**src/rtl/core/cmdarb_pkg.sv**
```systemverilog
`timescale 1ns / 1ps

package cmdarb_pkg;

   // field widths
   localparam int unsigned SPEED_W  = 16;
   localparam int unsigned GAIN_W   = 15;
   localparam int unsigned TICK_W   = 8;
   localparam int unsigned COUNT_W  = 16;
   localparam int unsigned CSR_W    = 15;
   localparam int unsigned NUM_SRC  = 3;

   // item operation codes
   typedef enum logic [1:0] {
      OP_TICK = 2'd0,
      OP_JOY  = 2'd1,
      OP_MOV  = 2'd2,
      OP_AUX  = 2'd3
   } op_type;

   // source select codes
   localparam logic [1:0] SRC_JOY = 2'd0;
   localparam logic [1:0] SRC_MOV = 2'd1;
   localparam logic [1:0] SRC_AUX = 2'd2;

   // register indexes
   localparam logic [1:0] CSR_HOLD_TICKS    = 2'd0;
   localparam logic [1:0] CSR_TIMEOUT_TICKS = 2'd1;
   localparam logic [1:0] CSR_JOY_THRESHOLD = 2'd2;
   localparam logic [1:0] CSR_VALUE_LIMIT   = 2'd3;

   // register reset values
   localparam logic [TICK_W-1:0] HOLD_TICKS_RESET    = 8'd100;
   localparam logic [TICK_W-1:0] TIMEOUT_TICKS_RESET = 8'd10;
   localparam logic [GAIN_W-1:0] JOY_THRESHOLD_RESET = 15'd2560;
   localparam logic [GAIN_W-1:0] VALUE_LIMIT_RESET   = 15'd25600;

   localparam logic [TICK_W-1:0]  AGE_MAX   = '1;
   localparam logic [COUNT_W-1:0] COUNT_MAX = '1;

   typedef struct packed {
      op_type                    op;
      logic signed [SPEED_W-1:0] direction;
      logic signed [SPEED_W-1:0] linear;
      logic signed [SPEED_W-1:0] angular;
      logic signed [SPEED_W-1:0] gain;
   } item_type;

   typedef struct packed {
      logic [TICK_W-1:0] hold_ticks;
      logic [TICK_W-1:0] timeout_ticks;
      logic [GAIN_W-1:0] joy_gain_threshold;
      logic [GAIN_W-1:0] value_limit;
   } cfg_type;

   typedef struct packed {
      logic signed [SPEED_W-1:0] linear;
      logic signed [SPEED_W-1:0] angular;
      logic [GAIN_W-1:0]         gain;
   } clamped_type;

   // control from the input stage to the state block
   typedef struct packed {
      logic   apply;
      op_type op;
   } ctrl_type;

   typedef struct packed {
      logic signed [SPEED_W-1:0] direction;
      logic signed [SPEED_W-1:0] linear;
      logic signed [SPEED_W-1:0] angular;
      logic [GAIN_W-1:0]         gain;
      logic [1:0]                source_sel;
      logic [COUNT_W-1:0]        joy_timeouts;
      logic [COUNT_W-1:0]        mov_timeouts;
      logic [COUNT_W-1:0]        aux_timeouts;
   } result_type;

endpackage

```
**src/rtl/core/cmdarb_req_if.sv**
```systemverilog
`timescale 1ns / 1ps

interface cmdarb_req_if;
   import cmdarb_pkg::*;

   logic                      valid;
   logic                      ready;
   logic [1:0]                op;
   logic signed [SPEED_W-1:0] direction_in;
   logic signed [SPEED_W-1:0] linear_in;
   logic signed [SPEED_W-1:0] angular_in;
   logic signed [SPEED_W-1:0] gain_in;

   modport source (output valid, op, direction_in, linear_in, angular_in, gain_in,
                   input ready);
   modport sink (input valid, op, direction_in, linear_in, angular_in, gain_in,
                 output ready);
endinterface

```
**src/rtl/core/cmdarb_rsp_if.sv**
```systemverilog
`timescale 1ns / 1ps

interface cmdarb_rsp_if;
   import cmdarb_pkg::*;

   logic                      valid;
   logic                      ready;
   logic signed [SPEED_W-1:0] direction_out;
   logic signed [SPEED_W-1:0] linear_out;
   logic signed [SPEED_W-1:0] angular_out;
   logic [GAIN_W-1:0]         gain_out;
   logic [1:0]                source_sel;
   logic [COUNT_W-1:0]        joy_timeouts;
   logic [COUNT_W-1:0]        mov_timeouts;
   logic [COUNT_W-1:0]        aux_timeouts;

   modport source (output valid, direction_out, linear_out, angular_out, gain_out,
                   source_sel, joy_timeouts, mov_timeouts, aux_timeouts,
                   input ready);
   modport sink (input valid, direction_out, linear_out, angular_out, gain_out,
                 source_sel, joy_timeouts, mov_timeouts, aux_timeouts,
                 output ready);
endinterface

```
**src/rtl/core/command_source_arbiter_watchdog.sv**
```systemverilog
`timescale 1ns / 1ps

// channel  | direction | payload
// ---------+-----------+------------------------------------------------------
// req_ch   | in        | op, direction_in, linear_in, angular_in, gain_in
// rsp_ch   | out       | direction_out, linear_out, angular_out, gain_out,
//          |           | source_sel, joy_timeouts, mov_timeouts, aux_timeouts
// csr_*    | in        | csr_we, csr_index, csr_wdata (write only)
//
// one item per cycle while no tick is stalled; each item is registered in the input
// register, and a tick's result is registered in the output register as the tick leaves it
// messages update the source state and produce no result
// synchronous active-high reset clears all source state and loads register defaults
// a tick waits in the input register only while the output register holds an
// untaken result; messages pass through regardless

module command_source_arbiter_watchdog (
   input  logic                        clock,
   input  logic                        reset,
   cmdarb_req_if.sink                  req_ch,
   cmdarb_rsp_if.source                rsp_ch,
   input  logic                        csr_we,
   input  logic [1:0]                  csr_index,
   input  logic [cmdarb_pkg::CSR_W-1:0] csr_wdata
);
   import cmdarb_pkg::*;

   cfg_type     cfg_ff;
   item_type    in_ff;
   logic        in_valid_ff;
   result_type  out_ff;
   logic        out_valid_ff;
   logic        take;
   logic        advance;
   logic        out_free;
   logic        tick_done;
   ctrl_type    ctrl;
   clamped_type clamped;
   result_type  result;

   // handshake
   assign out_free     = !out_valid_ff || rsp_ch.ready;
   assign advance      = in_valid_ff && (in_ff.op != OP_TICK || out_free);
   assign tick_done    = advance && in_ff.op == OP_TICK;
   assign req_ch.ready = !in_valid_ff || advance;
   assign take         = req_ch.valid && req_ch.ready;
   assign ctrl.apply   = advance;
   assign ctrl.op      = in_ff.op;

   // configuration registers
   always_ff @(posedge clock) begin
      if (reset) begin
         cfg_ff.hold_ticks         <= HOLD_TICKS_RESET;
         cfg_ff.timeout_ticks      <= TIMEOUT_TICKS_RESET;
         cfg_ff.joy_gain_threshold <= JOY_THRESHOLD_RESET;
         cfg_ff.value_limit        <= VALUE_LIMIT_RESET;
      end else if (csr_we) begin
         case (csr_index)
            CSR_HOLD_TICKS:    cfg_ff.hold_ticks         <= csr_wdata[TICK_W-1:0];
            CSR_TIMEOUT_TICKS: cfg_ff.timeout_ticks      <= csr_wdata[TICK_W-1:0];
            CSR_JOY_THRESHOLD: cfg_ff.joy_gain_threshold <= csr_wdata[GAIN_W-1:0];
            CSR_VALUE_LIMIT:   cfg_ff.value_limit        <= csr_wdata[GAIN_W-1:0];
            default: ;
         endcase
      end
   end

   // input register
   always_ff @(posedge clock) begin
      if (reset) begin
         in_valid_ff <= 1'b0;
      end else if (take) begin
         in_valid_ff <= 1'b1;
      end else if (advance) begin
         in_valid_ff <= 1'b0;
      end
   end

   always_ff @(posedge clock) begin
      if (take) begin
         in_ff.op        <= op_type'(req_ch.op);
         in_ff.direction <= req_ch.direction_in;
         in_ff.linear    <= req_ch.linear_in;
         in_ff.angular   <= req_ch.angular_in;
         in_ff.gain      <= req_ch.gain_in;
      end
   end

   // clamp and source state
   cmdarb_clamp u_clamp (
      .item        (in_ff),
      .value_limit (cfg_ff.value_limit),
      .clamped     (clamped)
   );

   cmdarb_state u_state (
      .clock     (clock),
      .reset     (reset),
      .ctrl      (ctrl),
      .direction (in_ff.direction),
      .clamped   (clamped),
      .cfg       (cfg_ff),
      .result    (result)
   );

   // output register
   always_ff @(posedge clock) begin
      if (reset) begin
         out_valid_ff <= 1'b0;
      end else if (tick_done) begin
         out_valid_ff <= 1'b1;
      end else if (rsp_ch.ready) begin
         out_valid_ff <= 1'b0;
      end
   end

   always_ff @(posedge clock) begin
      if (tick_done) begin
         out_ff <= result;
      end
   end

   assign rsp_ch.valid         = out_valid_ff;
   assign rsp_ch.direction_out = out_ff.direction;
   assign rsp_ch.linear_out    = out_ff.linear;
   assign rsp_ch.angular_out   = out_ff.angular;
   assign rsp_ch.gain_out      = out_ff.gain;
   assign rsp_ch.source_sel    = out_ff.source_sel;
   assign rsp_ch.joy_timeouts  = out_ff.joy_timeouts;
   assign rsp_ch.mov_timeouts  = out_ff.mov_timeouts;
   assign rsp_ch.aux_timeouts  = out_ff.aux_timeouts;

`ifndef NO_ASSERTIONS
   // a result only ever appears after a tick left the input register
   a_result_from_tick: assert property (@(posedge clock) disable iff (reset)
      $rose(out_valid_ff) |-> $past(in_valid_ff && in_ff.op == OP_TICK))
      else $error("result appeared without a tick");

   // the selected source is one of the three sources
   a_source_range: assert property (@(posedge clock) disable iff (reset)
      out_valid_ff |-> out_ff.source_sel <= SRC_AUX)
      else $error("source select out of range");

   // clamped speeds never reach the most negative code
   a_speed_bound: assert property (@(posedge clock) disable iff (reset)
      out_valid_ff |-> (out_ff.linear != {1'b1, {(SPEED_W-1){1'b0}}} &&
                        out_ff.angular != {1'b1, {(SPEED_W-1){1'b0}}}))
      else $error("speed outside clamp range");

   // an item held in the input register is a tick blocked by a full output
   a_hold_reason: assert property (@(posedge clock) disable iff (reset)
      (in_valid_ff && !advance) |-> (in_ff.op == OP_TICK && out_valid_ff && !rsp_ch.ready))
      else $error("input stalled without cause");
`endif

endmodule

```
**src/rtl/core/cmdarb_clamp.sv**
```systemverilog
`timescale 1ns / 1ps

module cmdarb_clamp (
   input  cmdarb_pkg::item_type    item,
   input  logic [cmdarb_pkg::GAIN_W-1:0] value_limit,
   output cmdarb_pkg::clamped_type clamped
);
   import cmdarb_pkg::*;

   logic signed [SPEED_W-1:0] lim_pos;
   logic signed [SPEED_W-1:0] lim_neg;

   // symmetric clamp of a speed to plus or minus the limit
   function automatic logic signed [SPEED_W-1:0] clamp_sym(
      input logic signed [SPEED_W-1:0] v,
      input logic signed [SPEED_W-1:0] hi,
      input logic signed [SPEED_W-1:0] lo
   );
      logic signed [SPEED_W-1:0] r;
      if (v > hi) begin
         r = hi;
      end else if (v < lo) begin
         r = lo;
      end else begin
         r = v;
      end
      return r;
   endfunction

   assign lim_pos = signed'({1'b0, value_limit});
   assign lim_neg = -lim_pos;

   // speeds clamp both ways, gain to zero through the limit
   always_comb begin
      clamped.linear  = clamp_sym(item.linear, lim_pos, lim_neg);
      clamped.angular = clamp_sym(item.angular, lim_pos, lim_neg);
      if (item.gain < 0) begin
         clamped.gain = '0;
      end else if (item.gain > lim_pos) begin
         clamped.gain = value_limit;
      end else begin
         clamped.gain = item.gain[GAIN_W-1:0];
      end
   end

endmodule

```
**src/rtl/core/cmdarb_state.sv**
```systemverilog
`timescale 1ns / 1ps

module cmdarb_state (
   input  logic                            clock,
   input  logic                            reset,
   input  cmdarb_pkg::ctrl_type            ctrl,
   input  logic signed [cmdarb_pkg::SPEED_W-1:0] direction,
   input  cmdarb_pkg::clamped_type         clamped,
   input  cmdarb_pkg::cfg_type             cfg,
   output cmdarb_pkg::result_type          result
);
   import cmdarb_pkg::*;

   logic signed [SPEED_W-1:0] dir_ff     [NUM_SRC];
   logic signed [SPEED_W-1:0] dir_in     [NUM_SRC];
   logic signed [SPEED_W-1:0] lin_ff     [NUM_SRC];
   logic signed [SPEED_W-1:0] lin_in     [NUM_SRC];
   logic signed [SPEED_W-1:0] ang_ff     [NUM_SRC];
   logic signed [SPEED_W-1:0] ang_in     [NUM_SRC];
   logic [GAIN_W-1:0]         gain_ff    [NUM_SRC];
   logic [GAIN_W-1:0]         gain_in    [NUM_SRC];
   logic [TICK_W-1:0]         age_ff     [NUM_SRC];
   logic [TICK_W-1:0]         age_in     [NUM_SRC];
   logic [COUNT_W-1:0]        count_ff   [NUM_SRC];
   logic [COUNT_W-1:0]        count_in   [NUM_SRC];
   logic [TICK_W-1:0]         hold_ff    [2];
   logic [TICK_W-1:0]         hold_in    [2];
   logic [1:0]                sel;
   logic [1:0]                slot;
   logic [TICK_W-1:0]         age_next;

   // priority: joystick, then movement, then auxiliary
   assign sel  = (hold_ff[0] != '0) ? SRC_JOY : ((hold_ff[1] != '0) ? SRC_MOV : SRC_AUX);
   assign slot = 2'(ctrl.op) - 2'd1;

   // message store, watchdog and hold countdown
   always_comb begin
      age_next = '0;
      for (int i = 0; i < NUM_SRC; i++) begin
         dir_in[i]   = dir_ff[i];
         lin_in[i]   = lin_ff[i];
         ang_in[i]   = ang_ff[i];
         gain_in[i]  = gain_ff[i];
         age_in[i]   = age_ff[i];
         count_in[i] = count_ff[i];
      end
      for (int i = 0; i < 2; i++) begin
         hold_in[i] = hold_ff[i];
      end
      if (ctrl.apply) begin
         if (ctrl.op != OP_TICK) begin
            dir_in[slot]  = direction;
            lin_in[slot]  = clamped.linear;
            ang_in[slot]  = clamped.angular;
            gain_in[slot] = clamped.gain;
            age_in[slot]  = '0;
            if (ctrl.op == OP_MOV) begin
               hold_in[1] = cfg.hold_ticks;
            end else if (ctrl.op == OP_JOY && clamped.gain > cfg.joy_gain_threshold) begin
               hold_in[0] = cfg.hold_ticks;
            end
         end else begin
            for (int i = 0; i < NUM_SRC; i++) begin
               age_next  = (age_ff[i] == AGE_MAX) ? AGE_MAX : age_ff[i] + 8'd1;
               age_in[i] = age_next;
               if (age_next > cfg.timeout_ticks) begin
                  dir_in[i]  = '0;
                  lin_in[i]  = '0;
                  ang_in[i]  = '0;
                  gain_in[i] = '0;
                  if (count_ff[i] != COUNT_MAX) begin
                     count_in[i] = count_ff[i] + 16'd1;
                  end
               end
            end
            for (int i = 0; i < 2; i++) begin
               if (hold_ff[i] != '0) begin
                  hold_in[i] = hold_ff[i] - 8'd1;
               end
            end
         end
      end
   end

   // result: values from before the watchdog, counts after it
   always_comb begin
      result.direction    = dir_ff[sel];
      result.linear       = lin_ff[sel];
      result.angular      = ang_ff[sel];
      result.gain         = gain_ff[sel];
      result.source_sel   = sel;
      result.joy_timeouts = count_in[0];
      result.mov_timeouts = count_in[1];
      result.aux_timeouts = count_in[2];
   end

   // state registers
   always_ff @(posedge clock) begin
      if (reset) begin
         for (int i = 0; i < NUM_SRC; i++) begin
            dir_ff[i]   <= '0;
            lin_ff[i]   <= '0;
            ang_ff[i]   <= '0;
            gain_ff[i]  <= '0;
            age_ff[i]   <= '0;
            count_ff[i] <= '0;
         end
         for (int i = 0; i < 2; i++) begin
            hold_ff[i] <= '0;
         end
      end else begin
         for (int i = 0; i < NUM_SRC; i++) begin
            dir_ff[i]   <= dir_in[i];
            lin_ff[i]   <= lin_in[i];
            ang_ff[i]   <= ang_in[i];
            gain_ff[i]  <= gain_in[i];
            age_ff[i]   <= age_in[i];
            count_ff[i] <= count_in[i];
         end
         for (int i = 0; i < 2; i++) begin
            hold_ff[i] <= hold_in[i];
         end
      end
   end

endmodule

```
**src/flat_wrapper.sv**
```systemverilog
// flat-port wrapper written by rule: the top's interface ports become plain ports
module command_source_arbiter_watchdog_flat import cmdarb_pkg::*;
  (clock, reset, csr_we, csr_index, csr_wdata, req_ch_valid, req_ch_op, req_ch_direction_in, req_ch_linear_in, req_ch_angular_in, req_ch_gain_in, req_ch_ready, rsp_ch_valid, rsp_ch_direction_out, rsp_ch_linear_out, rsp_ch_angular_out, rsp_ch_gain_out, rsp_ch_source_sel, rsp_ch_joy_timeouts, rsp_ch_mov_timeouts, rsp_ch_aux_timeouts, rsp_ch_ready);
  cmdarb_req_if req_ch_i ();
  cmdarb_rsp_if rsp_ch_i ();
  input  logic clock;
  input  logic reset;
  input  logic csr_we;
  input  logic [1:0] csr_index;
  input  logic [cmdarb_pkg::CSR_W-1:0] csr_wdata;
  input wire logic [$bits(req_ch_i.valid)-1:0] req_ch_valid;
  input wire logic [$bits(req_ch_i.op)-1:0] req_ch_op;
  input wire logic [$bits(req_ch_i.direction_in)-1:0] req_ch_direction_in;
  input wire logic [$bits(req_ch_i.linear_in)-1:0] req_ch_linear_in;
  input wire logic [$bits(req_ch_i.angular_in)-1:0] req_ch_angular_in;
  input wire logic [$bits(req_ch_i.gain_in)-1:0] req_ch_gain_in;
  output wire logic [$bits(req_ch_i.ready)-1:0] req_ch_ready;
  output wire logic [$bits(rsp_ch_i.valid)-1:0] rsp_ch_valid;
  output wire logic [$bits(rsp_ch_i.direction_out)-1:0] rsp_ch_direction_out;
  output wire logic [$bits(rsp_ch_i.linear_out)-1:0] rsp_ch_linear_out;
  output wire logic [$bits(rsp_ch_i.angular_out)-1:0] rsp_ch_angular_out;
  output wire logic [$bits(rsp_ch_i.gain_out)-1:0] rsp_ch_gain_out;
  output wire logic [$bits(rsp_ch_i.source_sel)-1:0] rsp_ch_source_sel;
  output wire logic [$bits(rsp_ch_i.joy_timeouts)-1:0] rsp_ch_joy_timeouts;
  output wire logic [$bits(rsp_ch_i.mov_timeouts)-1:0] rsp_ch_mov_timeouts;
  output wire logic [$bits(rsp_ch_i.aux_timeouts)-1:0] rsp_ch_aux_timeouts;
  input wire logic [$bits(rsp_ch_i.ready)-1:0] rsp_ch_ready;
  assign req_ch_i.valid = req_ch_valid;
  assign req_ch_i.op = req_ch_op;
  assign req_ch_i.direction_in = req_ch_direction_in;
  assign req_ch_i.linear_in = req_ch_linear_in;
  assign req_ch_i.angular_in = req_ch_angular_in;
  assign req_ch_i.gain_in = req_ch_gain_in;
  assign req_ch_ready = req_ch_i.ready;
  assign rsp_ch_valid = rsp_ch_i.valid;
  assign rsp_ch_direction_out = rsp_ch_i.direction_out;
  assign rsp_ch_linear_out = rsp_ch_i.linear_out;
  assign rsp_ch_angular_out = rsp_ch_i.angular_out;
  assign rsp_ch_gain_out = rsp_ch_i.gain_out;
  assign rsp_ch_source_sel = rsp_ch_i.source_sel;
  assign rsp_ch_joy_timeouts = rsp_ch_i.joy_timeouts;
  assign rsp_ch_mov_timeouts = rsp_ch_i.mov_timeouts;
  assign rsp_ch_aux_timeouts = rsp_ch_i.aux_timeouts;
  assign rsp_ch_i.ready = rsp_ch_ready;
  command_source_arbiter_watchdog u_core (.clock(clock), .reset(reset), .req_ch(req_ch_i), .rsp_ch(rsp_ch_i), .csr_we(csr_we), .csr_index(csr_index), .csr_wdata(csr_wdata));
endmodule
```
**config.mk**
```make
export PLATFORM = sky130hd
export DESIGN_NAME = command_source_arbiter_watchdog_flat
export DESIGN_NICKNAME = d
export VERILOG_FILES = /design/src/rtl/core/cmdarb_pkg.sv /design/src/rtl/core/cmdarb_req_if.sv /design/src/rtl/core/cmdarb_rsp_if.sv /design/src/rtl/core/command_source_arbiter_watchdog.sv /design/src/rtl/core/cmdarb_clamp.sv /design/src/rtl/core/cmdarb_state.sv /design/src/flat_wrapper.sv
export SDC_FILE = /design/constraint.sdc
export NUM_CORES = 1
export LEC_CHECK = 0
export ABC_AREA = 0
export BUFFER_PORTS_ARGS = -buffer_cell sky130_fd_sc_hd__buf_2
export CORE_MARGIN = 3
export CORE_UTILIZATION = 53
export DETAILED_ROUTE_END_ITERATION = 10
export GPL_TIMING_DRIVEN = 0
export HOLD_SLACK_MARGIN = 0.1
export PLACE_DENSITY_LB_ADDON = 0.08
export SYNTH_ARGS = -nofsm -noshare
export SYNTH_HDL_FRONTEND = slang
export SYNTH_SLANG_ARGS = --single-unit
```
**constraint.sdc**
```tcl
create_clock -name clock -period 10.5 [get_ports clock]
set_input_delay 1.05 -clock clock [delete_from_list [all_inputs] [get_ports clock]]
set_output_delay 1.05 -clock clock [all_outputs]
set_load 0.01 [all_outputs]
```
==> results_dict.tcl <==
set metrics [dict create \
    ant_nets 0 \
    timing.fmax_mhz 184 \
    r2r-start "u_core.cfg_ff[9]$_SDFFE_PP0P_" \
    synth_top_area_share_pct 28.1 \
    dp.final_hpwl_um 49800 \
    totalPowerFinal_mw 4.41 \
    relSlewSlack_pct 23.7 \
    critPathRequiredTime_ns 10.98 \
    ff2ff_setup_slack_ns 5.07 \
    whs_path_depth 2 \
    cts_setup_buffers 0 \
    cts.sinks 504 \
    netlist_top_cells_count "nand2_1 (333), dfxtp_1 (325), edfxtp_1 (179)" \
    die_w_um 215 \
    min_from "u_core.u_state.dir_ff[0][14]$_SDFFE_PP0P_" \
    grt_use_total_pct 28.4 \
    synth_area_um2 23200 \
    p_per_area_nw_per_um2 165 \
    async_reset_ff_share_pct 0 \
    worstMarginPinSlew_ns 1.14 \
    synth-seq-cells 504 \
    antenna_found_initial 4 \
    cts_hold_buf 0 \
    gr-max-usage-layer "met2" \
    initial_core_util_pct 54.4 \
    hold_path_class "reg -> reg" \
    ys_types 76 \
    synth-edff-count 179 \
    worstHoldEndpoint "u_core.u_state.dir_ff[0][14]$_SDFFE_PP0P_" \
    postCtsResizedCells 0 \
    dr.pass1.iters 6 \
    period_minus_slack_ns 5.43 \
    final_nets 2786 \
    path_clk_slew_ns 0.06 \
    setup_viol 0 \
    portBuffers 202 \
    dieArea_um2 46300 \
    worst_r2r_path_depth 16 \
    yosys-top-cells-area "dfxtp_1 (28%), edfxtp_1 (23%), ha_1 (7.0%), nand2_1 (5.4%), mux2i_1 (4.8%)" \
    vias 19100 \
    hold_viol_final 0 \
    final_cells 3192 \
    critPathCaptureType "register" \
    rows 75 \
    synth_top_area_cell "dfxtp_1" \
    die_h_um 215 \
    cp_data_arrival_time_ns 5.90 \
    period_share_pct 51.7 \
    clock-root-buffer "clkbuf_16" \
    area_growth_pct 15.4 \
    grt_overflow 0 \
    report.final.slew_viol_count 0 \
    layout-drive-gt1-share_pct 13.1 \
    critical_path_peak_fanout 10 \
    grt_max_degree 46 \
    coreArea_um2 42600 \
    grt_use_met3_pct 4.73 \
    critPathSlowestCell "mux2i_1" \
    startpoint_type "register" \
    status "finished clean" \
    netlist_instances 2307 \
    grt_pass1_wl_um 105000 \
    p_leak_nw 10.4 \
    avgSynthCellArea_um2 10.0 \
    nFillCells 3569 \
    max-vdd-ir-drop_mv 0.129 \
    cts_tree "done" \
    io_pins 203 \
    rsz0062_at_grt "false" \
    synth_flop_cell "dfxtp_1" \
    yosysWarnings 0 \
    yosysSeqAreaShare_pct 51.3 \
    post-synth-top-count-cell "nand2_1" \
    grt_pass1_vias 18300 \
    drt-total-wl_um 67200 \
    clock_path_buffers 3 \
    cap_violations 0 \
    wl_per_cell_um 21.1 \
    cts_buffers 53 \
    rr_endpoint "u_core.u_state.hold_ff[0][6]$_SDFFE_PP0P_" \
    critPathKind "reg -> reg" \
    slowest_delay_ns 0.51 \
    drc 0 \
    syn_nets 2524 \
    grt_util_met1_pct 40.7 \
    viasPerCell 5.98 \
    cp_cell_sequence "clkbuf_1 -> inv_1 -> ha_1 -> and3_1 -> nand3_1 -> o21bai_1 -> a211oi_2 -> buf_2 -> mux2i_1 -> ha_1 -> nand4_1 -> nor3_1 -> o31ai_1 -> a21boi_1 -> nor3_1 -> a2111oi_0" \
    place_inst 3091 \
    drt_iter0_markers 1944 \
    grt.met2_usage_pct 45.0 \
    clk_latency_ns 0.59 \
    finClkSkew_ns 0.0117 \
    htree_levels 2 \
    gp_congestion 0.947 \
    timing.setup.tns_ns 0 \
]
==> report_power, final <==
group          switching (mW)  internal [mW]  total [mW]  leakage (nW)
Clock                   0.773           1.07        1.84         0.834
Sequential             0.0373           2.06        2.10          4.19
Combinational           0.315          0.150       0.466          5.36
Total                    1.13           3.28        4.41          10.4
==> per-layer routing <==
metal	vias up	wire length, um
li1	8951	-
met1	9271	30100
met2	747	30600
met3	112	5070
met4	4	1420
met5	-	24
==> placed cells by master, fill, tap and decap left out, types with 16 or more instances in the layout <==
master	count
a22oi_1	36
buf_2	217
a22o_1	55
nand3_1	85
nand2b_1	25
inv_1	80
xnor2_1	24
edfxtp_1	179
ha_1	129
nor2b_1	16
o221ai_1	71
o21ai_0	72
xor2_1	34
clkbuf_16	56
nor4_1	17
and2_1	51
mux2i_1	110
clkbuf_1	107
and3_1	19
dfxtp_1	325
nand2_1	333
a21oi_1	135
o211ai_1	16
nor2_1	120
nand4_1	25
nor3_1	32
o21ai_1	45
==> layout make-up <==
| cell class | count | area (um^2) | share of cell area (%) |
|---|---|---|---|
| multi-input cells | 1601 | 10500 | 39.4 |
| flip-flops and latches | 504 | 11900 | 44.4 |
| clock inverters | 28 | 221 | 0.828 |
| diodes | 1 | 2.50 | 0.00936 |
| inverters | 83 | 312 | 1.16 |
| clock buffers | 72 | 1490 | 5.58 |
| plain buffers | 119 | 480 | 1.80 |
| repair buffers | 207 | 1110 | 4.15 |
| well taps | 577 | 722 | 2.70 |
==> logic make-up (layout without fill, tap and decap cells) <==
group	after synthesis	in the layout	share of synthesized area, %
AO/OA/AOI/OAI	521	521	15.1
buffers and inverters	202	509	3.41
AND/OR/NAND/NOR	769	769	15.6
multiplexers	124	124	5.43
XOR/XNOR	58	58	2.19
adder cells (fa/ha/maj)	129	129	6.96
other	0	1	0
flip-flops	504	504	51.3
==> worst max path at each step <==
stage                     slack [ns]                     startpoint  depth (start not counted)                                        end
after floorplan                 4.94       u_core.ctrl[0]$_DFFE_PP_                          7                   u_core.ctrl[0]$_DFFE_PP_
after global placement          2.87                   rsp_ch_ready                          7  u_core.u_state.age_ff[0][15]$_SDFFE_PP0P_
after detailed placement        5.17  u_core.cfg_ff[9]$_SDFFE_PP0P_                         16  u_core.u_state.hold_ff[0][6]$_SDFFE_PP0P_
after CTS                       5.17  u_core.cfg_ff[9]$_SDFFE_PP0P_                         16  u_core.u_state.hold_ff[0][6]$_SDFFE_PP0P_
after global routing            4.78  u_core.cfg_ff[9]$_SDFFE_PP0P_                         17  u_core.u_state.hold_ff[0][4]$_SDFFE_PP0P_
final                           5.07  u_core.cfg_ff[9]$_SDFFE_PP0P_                         16  u_core.u_state.hold_ff[0][6]$_SDFFE_PP0P_
==> per-stage QoR <==
step	util (%)	setup WS (ns)	hold slack, ns	area, um^2
2_1_floorplan	-	4.94	0.424	23200
3_3_place_gp	58.5	2.87	0.437	24900
3_5_place_dp	58.8	5.17	0.443	25000
4_1_cts	62.8	5.17	0.451	26700
5_1_grt	62.8	4.78	0.466	26700
6_report	62.8	5.07	0.451	26700
==> critical path, delay by kind of cell (launching register included) <==
family,cells,cell delay (ns)
multiplexers,1,0.51
buffers and inverters,3,1.10
AND/OR/NAND/NOR,5,0.98
flip-flops,1,0.31
adder cells (fa/ha/maj),2,0.58
AO/OA/AOI/OAI,5,1.82
==> flip-flops by register name, indices dropped and copies added, names as in the netlist, 15 cells and up <==
register                     cells
u_core.in_ff                    64
u_core.u_state.gain_ff          45
u_core.rsp_ch.mov_timeouts      16
u_core.u_state.age_ff           24
u_core.u_state.lin_ff           48
u_core.u_state.ang_ff           48
u_core.rsp_ch.direction_out     16
u_core.cfg_ff                   46
u_core.rsp_ch.linear_out        16
u_core.u_state.dir_ff           48
u_core.rsp_ch.joy_timeouts      16
u_core.rsp_ch.angular_out       16
u_core.u_state.hold_ff          16
u_core.u_state.count_ff         48
u_core.rsp_ch.gain_out          15
u_core.rsp_ch.aux_timeouts      16
(Power assumes the default switching activity.)
